File: config.mk
export PLATFORM = sky130hd
export DESIGN_NAME = crc8_packet_forwarder_top
export DESIGN_NICKNAME = d
export VERILOG_FILES = /design/src/rtl/core/cpf_pkg.sv /design/src/rtl/core/crc8_packet_forwarder_top.sv /design/src/rtl/core/cpf_crc_unit.sv
export SDC_FILE = /design/constraint.sdc
export NUM_CORES = 1
export LEC_CHECK = 0
export BUFFER_PORTS_ARGS = -buffer_cell sky130_fd_sc_hd__buf_2
export CORE_MARGIN = 4
export CORE_UTILIZATION = 23
export CTS_BUF_LIST = sky130_fd_sc_hd__clkbuf_4 sky130_fd_sc_hd__clkbuf_8 sky130_fd_sc_hd__clkbuf_16
export CTS_CLUSTER_DIAMETER = 100
export DETAILED_ROUTE_END_ITERATION = 10
export GPL_TIMING_DRIVEN = 0
export PLACE_DENSITY = 0.45
export SLEW_MARGIN = 0
export SYNTH_ARGS = -nofsm -noshare
export SYNTH_HDL_FRONTEND = slang
export SYNTH_HIERARCHICAL = 1
export SYNTH_SLANG_ARGS = --single-unit
File: constraint.sdc
create_clock -name aclk -period 3.67 [get_ports aclk]
set_input_delay 1.101 -clock aclk [delete_from_list [all_inputs] [get_ports aclk]]
set_output_delay 1.101 -clock aclk [all_outputs]
set_load 0.005 [all_outputs]
File: src/rtl/core/cpf_pkg.sv
// shared constants and types for the crc8 packet forwarder
// no dependencies
`timescale 1ns / 1ps

package cpf_pkg;

    localparam int FRAME_BYTES = 16;
    localparam int POS_W       = $clog2(FRAME_BYTES);

    localparam logic [7:0] CRC_POLY      = 8'h9b;
    localparam logic [7:0] PROTO_VERSION = 8'd5;
    localparam logic [7:0] DEBOUNCE_MS   = 8'd10;

    // stream item kinds
    localparam logic [1:0] CMD_BYTE   = 2'd0;
    localparam logic [1:0] CMD_TICK   = 2'd1;
    localparam logic [1:0] CMD_BUTTON = 2'd2;

    // opcodes answered locally
    localparam logic [7:0] OP_ECHO     = 8'd100;
    localparam logic [7:0] OP_PRESSES  = 8'd101;
    localparam logic [7:0] OP_UID_LOW  = 8'd102;
    localparam logic [7:0] OP_UID_HIGH = 8'd103;

    // configuration register indexes
    localparam logic [1:0] REG_OWN_ADDRESS = 2'd0;
    localparam logic [1:0] REG_UID_LOW     = 2'd1;
    localparam logic [1:0] REG_UID_HIGH    = 2'd2;

    // frame byte positions
    localparam logic [POS_W-1:0] POS_TO      = POS_W'(1);
    localparam logic [POS_W-1:0] POS_FROM    = POS_W'(2);
    localparam logic [POS_W-1:0] POS_VERSION = POS_W'(3);
    localparam logic [POS_W-1:0] POS_HOPS    = POS_W'(4);
    localparam logic [POS_W-1:0] POS_OPCODE  = POS_W'(5);
    localparam logic [POS_W-1:0] POS_DATA0   = POS_W'(6);
    localparam logic [POS_W-1:0] POS_DATA7   = POS_W'(13);
    localparam logic [POS_W-1:0] POS_CRC     = POS_W'(14);
    localparam logic [POS_W-1:0] POS_END     = POS_W'(15);

    // control from the sequencer to the crc unit
    typedef struct packed {
        logic       clear;
        logic       step;
        logic [7:0] din;
    } crc_ctl_t;

endpackage

File: src/rtl/core/crc8_packet_forwarder_top.sv
// top level of the crc8 packet forwarder: frame store, sequencer, output register
// depends on cpf_pkg and cpf_crc_unit
`timescale 1ns / 1ps

// channel   | direction | tdata         | tuser    | tlast
// ----------+-----------+---------------+----------+------------------
// s_        | in        | byte_value[8] | cmd[2]   | -
// m_        | out       | out_byte[8]   | led[1]   | last byte of frame
// cfg_      | in        | register data, up to 64 bits, index in cfg_index
//
// bytes, ticks and button edges are accepted back to back while s_tready is high. after the
// sixteenth byte of a frame the block drops s_tready: the check state runs the stored
// payload (positions 1..13) through the byte-wide crc unit, the decide state follows,
// then the send state emits all 16 bytes, stalling while m_tready is low, and reuses the
// same unit for the fresh crc. a dropped frame skips the send state. reset is synchronous
// and active low; the frame store is not cleared.

module crc8_packet_forwarder_top (
    input  logic        aclk,
    input  logic        aresetn,
    // input stream
    input  logic        s_tvalid,
    output logic        s_tready,
    input  logic [7:0]  s_tdata,   // [7:0] byte_value
    input  logic [1:0]  s_tuser,   // [1:0] cmd
    // output stream
    output logic        m_tvalid,
    input  logic        m_tready,
    output logic [7:0]  m_tdata,   // [7:0] out_byte
    output logic        m_tlast,
    output logic [0:0]  m_tuser,   // [0] led
    // configuration writes
    input  logic        cfg_we,
    input  logic [1:0]  cfg_index,
    input  logic [63:0] cfg_data
);

    localparam int PW = cpf_pkg::POS_W;

    typedef enum logic [1:0] {
        ST_RECV,
        ST_CHECK,
        ST_DECIDE,
        ST_SEND
    } state_t;

    // configuration registers
    logic [7:0]  own_address_reg;
    logic [63:0] uid_low_reg;
    logic [31:0] uid_high_reg;

    // frame store, written one byte per transaction
    logic [7:0] frame_store [cpf_pkg::FRAME_BYTES];

    // sequencer and counters
    state_t      state_reg,       state_next;
    logic [PW-1:0] pos_reg,       pos_next;    // receive position
    logic [PW-1:0] idx_reg,       idx_next;    // check / send position
    logic        fwd_reg,         fwd_next;    // forward rather than reply
    logic [7:0]  press_count_reg, press_count_next;
    logic [7:0]  since_press_reg, since_press_next;
    logic        led_reg,         led_next;

    // output register, led level travels with its byte
    logic        m_valid_reg,     m_valid_next;
    logic [7:0]  m_data_reg,      m_data_next;
    logic        m_last_reg,      m_last_next;
    logic        m_led_reg,       m_led_next;

    cpf_pkg::crc_ctl_t crc_ctl;
    logic [7:0]        crc;

    logic       s_fire;
    logic       out_free;
    logic [7:0] send_byte;
    logic [2:0] data_sel;
    logic [7:0] opcode;
    logic       frame_ok;
    logic       op_known;

    assign s_fire   = s_tvalid && s_tready;
    assign s_tready = (state_reg == ST_RECV);
    assign out_free = !m_valid_reg || m_tready;
    assign opcode   = frame_store[cpf_pkg::POS_OPCODE];

    cpf_crc_unit u_crc (
        .aclk    (aclk),
        .aresetn (aresetn),
        .ctl     (crc_ctl),
        .crc     (crc)
    );

    // header check once the crc of the stored payload is in
    assign frame_ok = (crc == frame_store[cpf_pkg::POS_CRC])
                   && (frame_store[cpf_pkg::POS_TO] != 8'd0)
                   && (frame_store[cpf_pkg::POS_FROM] == 8'd0)
                   && (frame_store[cpf_pkg::POS_VERSION] == cpf_pkg::PROTO_VERSION);

    assign op_known = opcode inside {cpf_pkg::OP_ECHO, cpf_pkg::OP_PRESSES,
                                     cpf_pkg::OP_UID_LOW, cpf_pkg::OP_UID_HIGH};

    // data byte number for positions 6..13
    assign data_sel = 3'(idx_reg - cpf_pkg::POS_DATA0);

    // payload byte at send position idx_reg
    always_comb begin
        send_byte = 8'd0;
        if (idx_reg == cpf_pkg::POS_CRC) begin
            send_byte = crc;
        end else if (idx_reg == cpf_pkg::POS_END || idx_reg == '0) begin
            send_byte = 8'd0;
        end else if (fwd_reg) begin
            send_byte = frame_store[idx_reg];
            if (idx_reg == cpf_pkg::POS_HOPS) begin
                send_byte = frame_store[idx_reg] + 8'd1;
            end
        end else begin
            case (idx_reg)
                cpf_pkg::POS_TO:      send_byte = 8'd0;
                cpf_pkg::POS_FROM:    send_byte = own_address_reg;
                cpf_pkg::POS_VERSION: send_byte = cpf_pkg::PROTO_VERSION;
                cpf_pkg::POS_HOPS:    send_byte = 8'd0;
                cpf_pkg::POS_OPCODE:  send_byte = opcode;
                default: begin
                    // reply data bytes
                    case (opcode)
                        cpf_pkg::OP_ECHO: send_byte = frame_store[idx_reg];
                        cpf_pkg::OP_PRESSES: begin
                            send_byte = (data_sel == 3'd7) ? press_count_reg : 8'd0;
                        end
                        cpf_pkg::OP_UID_LOW: send_byte = uid_low_reg[data_sel*8 +: 8];
                        cpf_pkg::OP_UID_HIGH: begin
                            send_byte = data_sel[2] ? 8'd0
                                      : uid_high_reg[data_sel[1:0]*8 +: 8];
                        end
                        default: send_byte = 8'd0;
                    endcase
                end
            endcase
        end
    end

    // next-state logic
    always_comb begin
        state_next       = state_reg;
        pos_next         = pos_reg;
        idx_next         = idx_reg;
        fwd_next         = fwd_reg;
        press_count_next = press_count_reg;
        since_press_next = since_press_reg;
        led_next         = led_reg;
        m_valid_next     = m_valid_reg;
        m_data_next      = m_data_reg;
        m_last_next      = m_last_reg;
        m_led_next       = m_led_reg;
        crc_ctl          = '{clear: 1'b0, step: 1'b0, din: frame_store[idx_reg]};

        // output transaction taken
        if (m_valid_reg && m_tready) begin
            m_valid_next = 1'b0;
        end

        case (state_reg)
            ST_RECV: begin
                if (s_fire) begin
                    case (s_tuser)
                        cpf_pkg::CMD_BYTE: begin
                            if (pos_reg == cpf_pkg::POS_END) begin
                                pos_next      = '0;
                                idx_next      = cpf_pkg::POS_TO;
                                crc_ctl.clear = 1'b1;
                                state_next    = ST_CHECK;
                            end else begin
                                pos_next = pos_reg + PW'(1);
                            end
                        end
                        cpf_pkg::CMD_TICK: begin
                            if (since_press_reg != 8'hff) begin
                                since_press_next = since_press_reg + 8'd1;
                            end
                        end
                        cpf_pkg::CMD_BUTTON: begin
                            if (since_press_reg > cpf_pkg::DEBOUNCE_MS) begin
                                press_count_next = press_count_reg + 8'd1;
                                since_press_next = 8'd0;
                            end
                        end
                        default: ;
                    endcase
                end
            end

            ST_CHECK: begin
                // one stored payload byte per cycle through the crc unit
                crc_ctl.step = 1'b1;
                if (idx_reg == cpf_pkg::POS_DATA7) begin
                    state_next = ST_DECIDE;
                end else begin
                    idx_next = idx_reg + PW'(1);
                end
            end

            ST_DECIDE: begin
                crc_ctl.clear = 1'b1;
                idx_next      = '0;
                fwd_next      = (frame_store[cpf_pkg::POS_TO] != own_address_reg);
                if (!frame_ok) begin
                    state_next = ST_RECV;
                end else if (frame_store[cpf_pkg::POS_TO] != own_address_reg) begin
                    state_next = ST_SEND;
                end else if (op_known) begin
                    if (opcode == cpf_pkg::OP_ECHO) begin
                        led_next = (frame_store[cpf_pkg::POS_DATA7] != 8'd0);
                    end
                    state_next = ST_SEND;
                end else begin
                    state_next = ST_RECV;
                end
            end

            ST_SEND: begin
                if (out_free) begin
                    m_valid_next = 1'b1;
                    m_data_next  = send_byte;
                    m_last_next  = (idx_reg == cpf_pkg::POS_END);
                    m_led_next   = led_reg;
                    // fresh crc follows the bytes as they leave
                    crc_ctl.din  = send_byte;
                    crc_ctl.step = idx_reg inside {[cpf_pkg::POS_TO:cpf_pkg::POS_DATA7]};
                    if (idx_reg == cpf_pkg::POS_END) begin
                        if (!fwd_reg && opcode == cpf_pkg::OP_PRESSES) begin
                            press_count_next = 8'd0;
                        end
                        state_next = ST_RECV;
                    end else begin
                        idx_next = idx_reg + PW'(1);
                    end
                end
            end

            default: state_next = ST_RECV;
        endcase
    end

    // state and registered outputs
    always_ff @(posedge aclk) begin
        if (!aresetn) begin
            state_reg       <= ST_RECV;
            pos_reg         <= '0;
            idx_reg         <= '0;
            fwd_reg         <= 1'b0;
            press_count_reg <= '0;
            since_press_reg <= '0;
            led_reg         <= 1'b0;
            m_valid_reg     <= 1'b0;
            m_last_reg      <= 1'b0;
            m_led_reg       <= 1'b0;
        end else begin
            state_reg       <= state_next;
            pos_reg         <= pos_next;
            idx_reg         <= idx_next;
            fwd_reg         <= fwd_next;
            press_count_reg <= press_count_next;
            since_press_reg <= since_press_next;
            led_reg         <= led_next;
            m_valid_reg     <= m_valid_next;
            m_last_reg      <= m_last_next;
            m_led_reg       <= m_led_next;
        end
        m_data_reg <= m_data_next;
    end

    // frame store writes
    always_ff @(posedge aclk) begin
        if (s_fire && s_tuser == cpf_pkg::CMD_BYTE) begin
            frame_store[pos_reg] <= s_tdata;
        end
    end

    // configuration writes, index 3 is ignored
    always_ff @(posedge aclk) begin
        if (!aresetn) begin
            own_address_reg <= 8'd1;
            uid_low_reg     <= '0;
            uid_high_reg    <= '0;
        end else if (cfg_we) begin
            case (cfg_index)
                cpf_pkg::REG_OWN_ADDRESS: own_address_reg <= cfg_data[7:0];
                cpf_pkg::REG_UID_LOW:     uid_low_reg     <= cfg_data;
                cpf_pkg::REG_UID_HIGH:    uid_high_reg    <= cfg_data[31:0];
                default: ;
            endcase
        end
    end

    assign m_tvalid = m_valid_reg;
    assign m_tdata  = m_data_reg;
    assign m_tlast  = m_last_reg;
    assign m_tuser  = m_led_reg;

endmodule

File: src/rtl/core/cpf_crc_unit.sv
// byte-wide crc-8 accumulator (poly 0x9b, msb first), shared by check and send
// depends on cpf_pkg
`timescale 1ns / 1ps

module cpf_crc_unit (
    input  logic              aclk,
    input  logic              aresetn,
    input  cpf_pkg::crc_ctl_t ctl,
    output logic [7:0]        crc
);

    logic [7:0] crc_reg;
    logic [7:0] crc_next;

    always_comb begin
        logic [7:0] r;
        r = crc_reg ^ ctl.din;
        for (int b = 0; b < 8; b++) begin
            if (r[7]) begin
                r = {r[6:0], 1'b0} ^ cpf_pkg::CRC_POLY;
            end else begin
                r = {r[6:0], 1'b0};
            end
        end
        crc_next = r;
    end

    always_ff @(posedge aclk) begin
        if (!aresetn) begin
            crc_reg <= '0;
        end else if (ctl.clear) begin
            crc_reg <= '0;
        end else if (ctl.step) begin
            crc_reg <= crc_next;
        end
    end

    assign crc = crc_reg;

endmodule
==> impl_results.md, run 1 <==
* Port Buf Inserts at ~90
* Fin cells at 2160
* CP max FO at 5
* Tot GR Track Use at 13.44%
* Crit Path Category: reg -> reg
* Slew Limit Headroom at roughly 16%
* Critical path required time at about 4200 ps
* CP endpoint kind: flip-flop
* Worst Path Arrival at ~4200 ps
* Crit path time final at around 3700 ps
* Row count at between 80 and 90
* Post-synth EDFFs at around 140
* Netlist cell types at 81
* R2r setup slk at -7 ps
* # DRC at 0
* Routed wire per std cell at approximately 20 um
* Worst-margin pin slew at 1255 ps
* CTS root buffer: clkbuf_16
* Layout Area Growth over Synthesis at 28.04%
* Initial antenna violation count at 2
* Yosys reg bits at 283
* Drt first-iter violations at 719
* Core Region at 57590 um^2
* Hold_buf cts at 0
* First-pass GRT wire length at ~64 mm
* Clk sinks at ~280
* Global route total overflow at 0
* Max_cap viols at 0
* Status: finished, violations left
* Post-Syn Instances at 1174
* Worst VDD drop at ~0.00025 V
* ANT nets after route at 0
* Avg Cell Area, Syn at 11.36 um^2
* DP Wirelength at 31.70 mm
* Via count at slightly below 10000
* Htree depth at 2
* Syn_nets at approximately 1300
* Dpl cells at 2031
* Final setup margin at -6.565 ps
* Top FF cell, synth: dfxtp_1
* Die ar. at 61920 um^2
* Layout cell share with drive strength beyond 1 at 27.33%
* Seq/Total Area, Yosys at 52.67%
* Fin. max-slew vios at 0
* Vias per cell at 4.604
* Number of global-route vias before repair at 10047
* Pin count of the biggest net entering global routing at 18
* Ys async rst share at 0%
* Die Wd at roughly 250 um
* Power per Cell Area at between 400 and 500 nW/um^2
* Cts bufs inserted at 35
* DRT Wirelength at between 40 and 50 mm
* Skew-Pair Late Insertion Delay at ~560 ps
* Min-delay worst type: reg -> reg
* Failing checks: setup timing
* Fin crit share at 100.2%
* Ys Warns at 6
* Final setup viols at 1
* RePlAce Congestion at between 0.8 and 0.9
* Hold Vio Cnt, Final at 0
* Max FFs per register at about 130
* CTS tree: done
* Footprint of the multi-input gates at 6379 um^2
* Chip height at approximately 250 um
* RSZ-0062 raised after global routing: yes
* Placed Instance Area at 14830 um^2
* Fmax at 272.0 MHz
* Mapped Area at between 10000 and 15000 um^2
* Nets at about 1500
* Crit path launch type: flip-flop
* Drt pass-1 iters at 5
* Clk slew on worst S/H paths at around 60 ps
* FF+latch area at 7041 um^2
* Fillers at around 5900
* Clock Tree Buf Depth at 3
* Worst Skew at approximately 30 ps
* Ports at a little over 90
* Leak Pwr at roughly 5.8 nW
* Final instance area at between 15000 and 20000 um^2
* Starting Density at 23.17%
-- stage by stage --
stage	total power, mW	hold WS (ps)	setup TNS [ps]	utilization, %	setup WS (ps)
after floorplan	3.589	440.2	0	-	10.01
after global placement	3.746	448.4	-20870	25.76	-953.4
after detailed placement	3.749	454.0	-18600	25.76	-935.5
after CTS	7.238	461.8	0	29.03	1.264
after global routing	7.402	481.1	-359.2	29.66	-137.5
final	7.152	458.9	-6.565	29.67	-6.565
-- layout by cell type, fill, tap and decap left out, types with 15 or more instances in the layout --
cell / count
a21boi_0: 100
a21oi_1: 23
buf_2: 95
buf_4: 63
clkbuf_1: 40
clkbuf_16: 37
dfxtp_1: 142
edfxtp_1: 136
mux2i_1: 19
mux4_2: 55
nand2_1: 243
nand3_1: 15
nand4_1: 24
nor2_1: 52
nor2b_1: 20
xnor2_1: 26
xor2_1: 23
-- final cells by class --
type / count / area share (%)
sequential: 283 / 41.21
multi-input combinational: 808 / 37.34
clock buffer: 52 / 6.160
timing repair buffer: 158 / 6.101
tap: 765 / 5.603
buffer: 66 / 2.498
clock inverter: 12 / 0.6738
inverter: 15 / 0.3955
antenna: 1 / 0.01465
-- timing repair --
item,in CTS,in global routing
setup endpoints to repair,8,9
pin swaps,25,31
cloned,1,1
resized for setup,83,37
setup buffers,43,21
-- per-layer routing --
metal	GRT usage (%)	up-vias	wire length (um)
li1	-	4675	-
met1	17.91	4996	19220
met2	22.45	209	20690
met3	2.213	62	1739
met4	4.215	2	1158
met5	0	-	13
-- cell usage after synthesis, types with 3 or more instances --
cell / instances / share of area (%)
nand2b_1: 8 / 0.38
xnor2_1: 30 / 2.0
a31oi_1: 4 / 0.19
nor2_1: 55 / 1.5
a21boi_0: 100 / 5.6
dfxtp_1: 147 / 22
inv_1: 14 / 0.39
nand2_1: 244 / 6.9
a221oi_1: 8 / 0.53
buf_1: 8 / 0.23
a211oi_1: 10 / 0.56
and3b_1: 4 / 0.26
a21oi_1: 28 / 1.1
mux2_2: 5 / 0.42
nor3b_1: 5 / 0.28
buf_4: 6 / 0.34
a22oi_1: 5 / 0.28
nor3_1: 6 / 0.23
and2_1: 7 / 0.33
xnor3_1: 4 / 0.68
xor2_1: 25 / 1.6
edfxtp_1: 136 / 31
mux2i_1: 21 / 1.6
or3_1: 3 / 0.14
clkbuf_1: 45 / 1.3
nand3_1: 20 / 0.75
and3_1: 11 / 0.52
o21ai_0: 14 / 0.53
buf_6: 3 / 0.25
mux4_2: 53 / 8.9
nand3b_1: 3 / 0.17
nor4_1: 9 / 0.42
a21o_1: 3 / 0.17
o22ai_1: 7 / 0.33
ha_1: 14 / 1.3
mux4_1: 3 / 0.59
o21a_1: 6 / 0.34
buf_2: 3 / 0.11
nor2b_1: 21 / 0.98
nand4_1: 24 / 1.1
-- critical path, stage by stage (launching register included) --
cell,delay [ps]
dfxtp_4,420
buf_12,140
buf_12,120
buf_4,100
mux4_2,540
a21oi_4,180
o21ai_4,100
ha_4,280
mux2i_1,70
a211o_1,360
a31oi_2,230
xnor2_2,160
buf_4,160
xnor3_1,320
or3_1,310
a21oi_1,140
-- report_power, final --
| group | internal (mW) | leakage [nW] | total, mW | switching (mW) |
|---|---|---|---|---|
| clock | 2.02 | 0.573 | 3.46 | 1.43 |
| combinational | 0.132 | 2.83 | 0.319 | 0.187 |
| sequential | 3.35 | 2.44 | 3.38 | 0.0302 |
| total | 5.50 | 5.84 | 7.15 | 1.65 |
-- worst paths after layout --
kind | from | endpoint | cells after the start
hold reg to reg | uid_high_reg[14] | uid_high_reg[14] | 2
setup reg to reg | flip-flop | u_crc/crc[5] | 15
hold / removal | uid_high_reg[14] | uid_high_reg[14] | 2
setup / recovery | flip-flop | u_crc/crc[5] | 15
-- kinds of logic after synthesis --
family,Yosys count,share of synthesized area (%)
xor+xnor,61,4.530
compound gates,212,11.62
buf+inv,83,2.935
fa+ha+maj,14,1.313
mux,82,11.54
simple gates,439,15.40
flops,283,52.67
(Power assumes the default switching activity.)
==> run 2: changes to the inputs <==
--- a/config.mk
+++ b/config.mk
@@ -6,6 +6,7 @@
 export NUM_CORES = 1
 export LEC_CHECK = 0
 export BUFFER_PORTS_ARGS = -buffer_cell sky130_fd_sc_hd__buf_2
+export CORE_ASPECT_RATIO = 2
 export CORE_MARGIN = 4
 export CORE_UTILIZATION = 23
 export CTS_BUF_LIST = sky130_fd_sc_hd__clkbuf_4 sky130_fd_sc_hd__clkbuf_8 sky130_fd_sc_hd__clkbuf_16
==> run 2 against run 1 <==
Against the previous run: the run now ends clean; sequential cell count did not move; global-route usage rose by 2.0 points; via count fell by 1.2%; clock skew fell by 8.7 ps; power fell by 7.7%; largest cell class unchanged; largest power group is now sequential cells.
==> impl_results.md, run 2 (synthesized netlist as in run 1, its figures left out) <==
* Chip height at 348.6 um (+40%)
* Layout cell share with drive strength beyond 1 at 26.77% (-0.56 points)
* Tot GR Track Use at 15.41% (+2.0 points)
* Die Wd at 178.3 um (-28%)
* Min-delay worst type: reg -> reg
* Die ar. at 62160 um^2 (+0.38%)
* CTS tree: done
* Final setup margin at 21.87 ps (+28.43 ps)
* Core Region at 57250 um^2 (-0.58%)
* Fmax at 274.1 MHz (+0.78%)
* Drt pass-1 iters at 5 (unchanged)
* Global route total overflow at 0 (unchanged)
* Reg2reg end: u_crc/crc[3]
* Row count at 124 (+41%)
* RePlAce Congestion at 0.8706 (-0.76%)
* Nets at 1446 (-1.1%)
* First-pass GRT wire length at 69.55 mm (+9.0%)
* Hold_buf cts at 0 (unchanged)
* Vias per cell at 4.620 (+0.36%)
* Max FFs per register at 128 (unchanged)
* CP max FO at 8 (+3)
* Pre-CTS setup slack at -1188 ps (-252.4 ps)
* DP Wirelength at 38.84 mm (+23%)
* CP endpoint kind: flip-flop
* Cts bufs inserted at 26 (-26%)
* Routed wire per std cell at 22.73 um (+15%)
* Initial antenna violation count at 0 (-2)
* Worst Skew at 22.15 ps (-8.745 ps)
* Status: completed
* Via count at 9827 (-1.2%)
* R2r setup slk at 20 ps (+30 ps)
* Starting Density at 23.30% (+0.14 points)
* Drt first-iter violations at 443 (-38%)
* WHS Path Cells at 2 (unchanged)
* Power per Cell Area at 394.1 nW/um^2 (-5.9%)
* Pin count of the biggest net entering global routing at 19 (+1)
* Worst Path Arrival at 4130 ps (-20 ps)
* Port Buf Inserts at 92 (unchanged)
* WHS Endpoint: uid_low_reg[0]
* Clock Tree Buf Depth at 3 (unchanged)
* Leak Pwr at 5.628 nW (-3.7%)
* Ports at 93 (unchanged)
* Clk sinks at 283 (unchanged)
* RSZ-0062 raised after global routing: yes
* ANT nets after route at 0 (unchanged)
* Worst-margin pin slew at 1247 ps (-7.866 ps)
* Crit Path Category: reg -> reg
* Final Total Pwr at 6.598 mW (-7.7%)
* Fin. max-slew vios at 0 (unchanged)
* Slew Limit Headroom at 16.23% (+0.53 points)
* Skew-Pair Late Insertion Delay at 570 ps (about the same)
* Final setup viols at 0 (-1)
* Fin crit share at 99.40% (-0.77 points)
* ANT cells at 0 (-1)
* Layout Area Growth over Synthesis at 25.50%
* # DRC at 0 (unchanged)
* CTS root buffer: clkbuf_16
* Worst VDD drop at 0.0002686 V (+6.7%)
* DRT Wirelength at 48.35 mm (+13%)
* Critical path required time at 4150 ps (about the same)
* Hold Path Origin: uid_low_reg[0]
* Hold Vio Cnt, Final at 0 (unchanged)
* Most common cell after layout, fill and taps aside: nand2_1
* Most frequent cells in the layout: 243 x nand2_1, 141 x dfxtp_1, 136 x edfxtp_1, 100 x a21boi_0, 95 x buf_2
* Max_cap viols at 0 (unchanged)
* Crit path launch type: flip-flop
* Reg2reg path depth at 14 (-1)
* Crit path time final at 3648 ps (-28.43 ps)
* Clk slew on worst S/H paths at 70 ps (about the same)
* Htree depth at 1 (-1)
* Number of global-route vias before repair at 10421 (+3.7%)
## run 2: cell types whose count changed in the layout (fill, tap and decap cells not counted), sizes merged
cell | previous run | this run
clkinvlp | 6 | 8
bufinv | 0 | 3
clkinv | 8 | 9
clkbuf | 97 | 76
diode | 1 | 0
inv | 13 | 14
buf | 179 | 170
## run 2: power by group
group	switching (mW)	internal, mW
logic	0.192	0.131
registers	0.0400	3.34
clock network	1.31	1.59
total	1.54	5.06
## run 2: repair_timing
| action | in CTS | in global routing |
|---|---|---|
| gates cloned | 0 | 0 |
| pin swaps | 28 | 24 |
| endpoints found under the setup margin | 8 | 8 |
| gates resized for setup | 87 | 38 |
| buffers inserted | 40 | 19 |
## run 2: layer usage
metal	GRT usage, %	wire length (um)	share of wire, %
met1	13.20	14640	30
met2	31.50	27950	58
met3	1.441	1306	2.7
met4	11.23	4452	9.2
met5	0	0	0
## run 2: worst max-delay path by stage
stage | depth (start not counted) | endpoint
floorplan | 16 | u_crc/crc[0]
global placement | 13 | u_crc/crc[0]
detailed placement | 13 | u_crc/crc[0]
CTS | 18 | u_crc/crc[0]
global route | 18 | u_crc/crc[3]
finish | 14 | u_crc/crc[3]
## run 2: metrics by stage
step / setup TNS [ps] / cell area [um^2] / hold slack (ps) / cells / utilization (%)
after floorplan: 0 / 13420 / 440.2 / 1174 / -
after global placement: -10560 / 14820 / 449.8 / 2022 / 25.89
after detailed placement: -11060 / 14820 / 457.9 / 2022 / 25.89
after CTS: -18.39 / 16410 / 465.0 / 2109 / 28.67
after global routing: -296.0 / 16740 / 476.8 / 2127 / 29.25
final: 0 / 16740 / 459.4 / 2127 / 29.25
## run 2: area by class of cell
cell class	instances	area (um^2)
clock buffers	29	690.7
fillers	5938	40510
flip-flops and latches	283	7042
multi-input cells	808	6427
inverters	15	67.56
clock inverters	19	197.7
repair buffers	151	930.9
well taps	756	945.9
plain buffers	66	441.7
## run 2: critical path: stages, from the launching register on
cell	delay [ps]
dfxtp_4	400
buf_12	130
buf_12	130
mux4_2	520
a22oi_2	470
nand3_4	160
a221o_1	330
o21ai_2	100
o21a_1	160
a21oi_2	50
xnor2_2	190
xnor3_1	460
buf_4	150
xnor2_1	120
a211oi_1	210
==> run 3: changes to the inputs <==
--- a/config.mk
+++ b/config.mk
@@ -17,5 +17,4 @@
 export SLEW_MARGIN = 0
 export SYNTH_ARGS = -nofsm -noshare
 export SYNTH_HDL_FRONTEND = slang
-export SYNTH_HIERARCHICAL = 1
 export SYNTH_SLANG_ARGS = --single-unit
==> run 3 against run 2 <==
Against the previous run: critical path depth is 2 lower; register-to-register slack about the same; maximum frequency shrank 0.20%; sequential power up 4%; worst setup slack got worse by 7.2 ps; power increased by 41%; synthesized cell count rose by 2.1%; wire length grew 3.5%; clock power is essentially flat; via count increased by 2.9%; critical endpoint is now u_crc.crc[0].
==> impl_results.md, run 3 <==
* ANT nets after route at 0 (unchanged)
* Most common cell after layout, fill and taps aside: nand2_1
* DRT Wirelength at 50.03 mm (+3.5%)
* Vias per cell at 4.717 (+2.1%)
* Post-synth top cells: 256 x nand2_1, 147 x dfxtp_1, 136 x edfxtp_1
* R2r setup slk at 10 ps (about the same)
* Switch share at 30.83% (+7.5 points)
* Drt first-iter violations at 527 (+19%)
* # DRC at 0 (unchanged)
* Global route total overflow at 0 (unchanged)
* Post-synthesis compound-gate area fraction at 12.41% (+0.79 points)
* WHS Path Cells at 2 (unchanged)
* Critical path required time at 4160 ps (about the same)
* Main combinational cell family by area after synthesis: simple AND/OR/NAND/NOR gates
* Layout Area Growth over Synthesis at 23.67%
* Largest area contributor in the netlist: edfxtp_1
* Netlist cell types at 84 (+3.7%)
* Die Wd at 179.2 um (+0.52%)
* Crit-path cells: buf_4, nor2b_1, and3_1, clkbuf_1, o21ai_1, a31o_2, a21oi_2, o2111ai_1, o31ai_2, xnor3_2, xnor3_1, a21oi_1
* Nets at 1457 (+0.76%)
* Htree depth at 1 (unchanged)
* Status: completed
* CTS root buffer: clkbuf_16
* Ports at 93 (unchanged)
* Crit path launch type: flip-flop
* Worst-margin pin slew at 1234 ps (-13.23 ps)
* Power per Cell Area at 559.4 nW/um^2 (+42%)
* Clk slew on worst S/H paths at 70 ps (about the same)
* Fmax at 273.6 MHz (-0.20%)
* Fin crit share at 99.60% (+0.20 points)
* Reg2reg path depth at 12 (-2)
* Clk sinks at 283 (unchanged)
* Cells taking the most area after synthesis: edfxtp_1 30%, dfxtp_1 22%, mux4_2 9.5%
* Tot GR Track Use at 15.70% (+0.29 points)
* Final setup viols at 0 (unchanged)
* Initial antenna violation count at 3 (+3)
* Avg Cell Area, Syn at 11.25 um^2 (-1.0%)
* Cts bufs inserted at 27 (+3.8%)
* CP peak stage delay at 530 ps (about the same)
* Post-Syn Instances at 1199 (+2.1%)
* WHS Endpoint: uid_high_reg[13]
* Worst Skew at 19.54 ps (-2.612 ps)
* Hold Path Origin: uid_high_reg[13]
* Die ar. at 62820 um^2 (+1.1%)
* Leak Pwr at 5.522 nW (-1.9%)
* Pin count of the biggest net entering global routing at 18 (-1)
* Via count at 10114 (+2.9%)
* Post-synthesis simple-gate area fraction at 15.00% (-0.40 points)
* Post-synth EDFFs at 136 (unchanged)
* Crit Path Category: reg -> reg
* Sequential power share at 37.7% (-14 points)
* Crit path time final at 3655 ps (+7.173 ps)
* Largest delay share family, worst path: compound AO/OA/AOI/OAI gates
* Routed wire per std cell at 23.34 um (+2.7%)
* Top FF cell, synth: dfxtp_1
* Worst VDD drop at 0.0003005 V (+12%)
* Port Buf Inserts at 92 (unchanged)
* RSZ-0062 raised after global routing: yes
* Final setup margin at 14.70 ps (-7.173 ps)
* Buf/Inv on CP at 2 (-1)
* Slew Limit Headroom at 15.62% (-0.61 points)
* Internal Pwr Total at 6.455 mW (+28%)
* Combinational power share at 31.0% (+26 points)
* CTS tree: done
* Ys async rst share at 0% (unchanged)
* Fillers at 5984 (+0.77%)
* Core Region at 58020 um^2 (+1.4%)
* Max_cap viols at 0 (unchanged)
* Max FFs per register at 128 (unchanged)
* Ys Warns at 0 (-6)
* First-pass GRT wire length at 71.67 mm (+3.0%)
* Synth Area in Adders at 1.299% (-0.014 points)
* Final instance area at 16680 um^2 (-0.37%)
* Starting Density at 23.25% (-0.059 points)
* CP endpoint kind: flip-flop
* CP max FO at 7 (-1)
* Hold_buf cts at 0 (unchanged)
* Most frequent cells in the layout: 254 x nand2_1, 143 x dfxtp_1, 136 x edfxtp_1, 102 x a21boi_0, 97 x buf_2
* NetSw at 2.877 mW (+87%)
* RePlAce Congestion at 0.9111 (+4.7%)
* Min-delay worst type: reg -> reg
* Pre-CTS setup slack at -1444 ps (-256.3 ps)
* Clock Power Share at 31.3% (-13 points)
* Most frequent cell after synthesis: nand2_1
* Synth top area share at 30.28% (-0.33 points)
* Placed Instance Area at 14970 um^2 (+1.0%)
* Yosys reg bits at 283 (unchanged)
* Layout cell share with drive strength beyond 1 at 25.05% (-1.7 points)
* Hold Vio Cnt, Final at 0 (unchanged)
* Worst Path Arrival at 4150 ps (+20 ps)
* Chip height at 350.5 um (+0.53%)
* DP Wirelength at 39.24 mm (+1.0%)
* Mapped Area at 13490 um^2 (+1.1%)
* R2R Path Start: frame_store[5][7]
* Slowest CP cell: edfxtp_1
* Post-layout util at 28.75% (-0.50 points)
* Clock Tree Buf Depth at 3 (unchanged)
* Mux contribution to synthesized area at 12.20% (+0.66 points)
* Seq/Total Area, Yosys at 52.10% (-0.57 points)
* Reg2reg end: u_crc.crc[0]
* Skew-Pair Late Insertion Delay at 580 ps (about the same)
* Fin. max-slew vios at 0 (unchanged)
* Number of global-route vias before repair at 10767 (+3.3%)
* Syn_nets at 1294 (+2.0%)
* Drt pass-1 iters at 5 (unchanged)
* Xor/xnor cell area share of the yosys netlist at 3.822% (-0.71 points)
* Row count at 125 (+0.81%)
-- run 3: tightest hold or removal path, stage by stage (launching register included) --
cell and delay, ps:
dfxtp_1 310, nand2_1 40, a21boi_0 60
-- run 3: power groups by stage --
| stage | sequential (mW) | clock [mW] | combinational (mW) |
|---|---|---|---|
| final | 3.52 | 2.92 | 2.89 |
| after global placement | 3.57 | 0 | 2.35 |
| after floorplan | 3.54 | 0 | 1.68 |
| after global routing | 3.53 | 3.11 | 3.07 |
| after CTS | 3.51 | 3.01 | 2.75 |
| after detailed placement | 3.58 | 0 | 2.36 |
-- run 3: logic make-up after synthesis --
kind of cell	after synthesis
mux	87
buf+inv	93
simple gates	439
flops	283
fa+ha+maj	14
compound gates	233
xor+xnor	50
-- run 3: stage by stage --
step                      cells  TNS [ps]  total power [mW]  hold slack (ps)
after global routing       2143    -141.2             9.710            482.3
after global placement     2053    -21620             5.924            449.3
after CTS                  2134    -27.81             9.271            465.0
final                      2144         0             9.331            463.6
after detailed placement   2056    -17510             5.937            455.2
after floorplan            1199         0             5.224            440.0
-- run 3: area by class of cell --
class | instances | area [um^2] | area share [%]
Sequential cell | 283 | 7034 | 42.17
Buffer | 72 | 454.2 | 2.723
Antenna cell | 1 | 2.502 | 0.01500
Multi-Input combinational cell | 823 | 6434 | 38.57
Inverter | 16 | 70.07 | 0.4200
Timing Repair Buffer | 139 | 828.3 | 4.965
Clock inverter | 12 | 130.1 | 0.7801
Clock buffer | 36 | 774.5 | 4.643
Tap cell | 762 | 953.4 | 5.716
-- run 3: metal layers --
layer / vias to the layer above / part of all wire [%] / GRT usage [%]
li1: 4695 / - / -
met1: 5032 / 31 / 13.36
met2: 265 / 59 / 32.61
met3: 120 / 3.6 / 2.167
met4: 2 / 7.1 / 9.539
met5: - / 0.034 / 0
-- run 3: worst max-delay path by stage --
stage / from / endpoint / slack [ps] / cells after the start
after floorplan: m_tready / u_crc.crc[0] / 20 / 10
after global placement: m_tready / u_crc.crc[0] / -1380 / 11
after detailed placement: m_tready / u_crc.crc[0] / -1440 / 11
after CTS: flip-flop / u_crc.crc[0] / -30 / 15
after global routing: flip-flop / u_crc.crc[0] / -100 / 13
final: frame_store[5][7] / u_crc.crc[0] / 10 / 12
-- run 3: what timing repair did --
| item | in CTS | in global routing |
|---|---|---|
| endpoints found under the setup margin | 19 | 17 |
| resized for setup | 78 | 35 |
| pin swaps | 19 | 13 |
| buffers inserted | 34 | 11 |
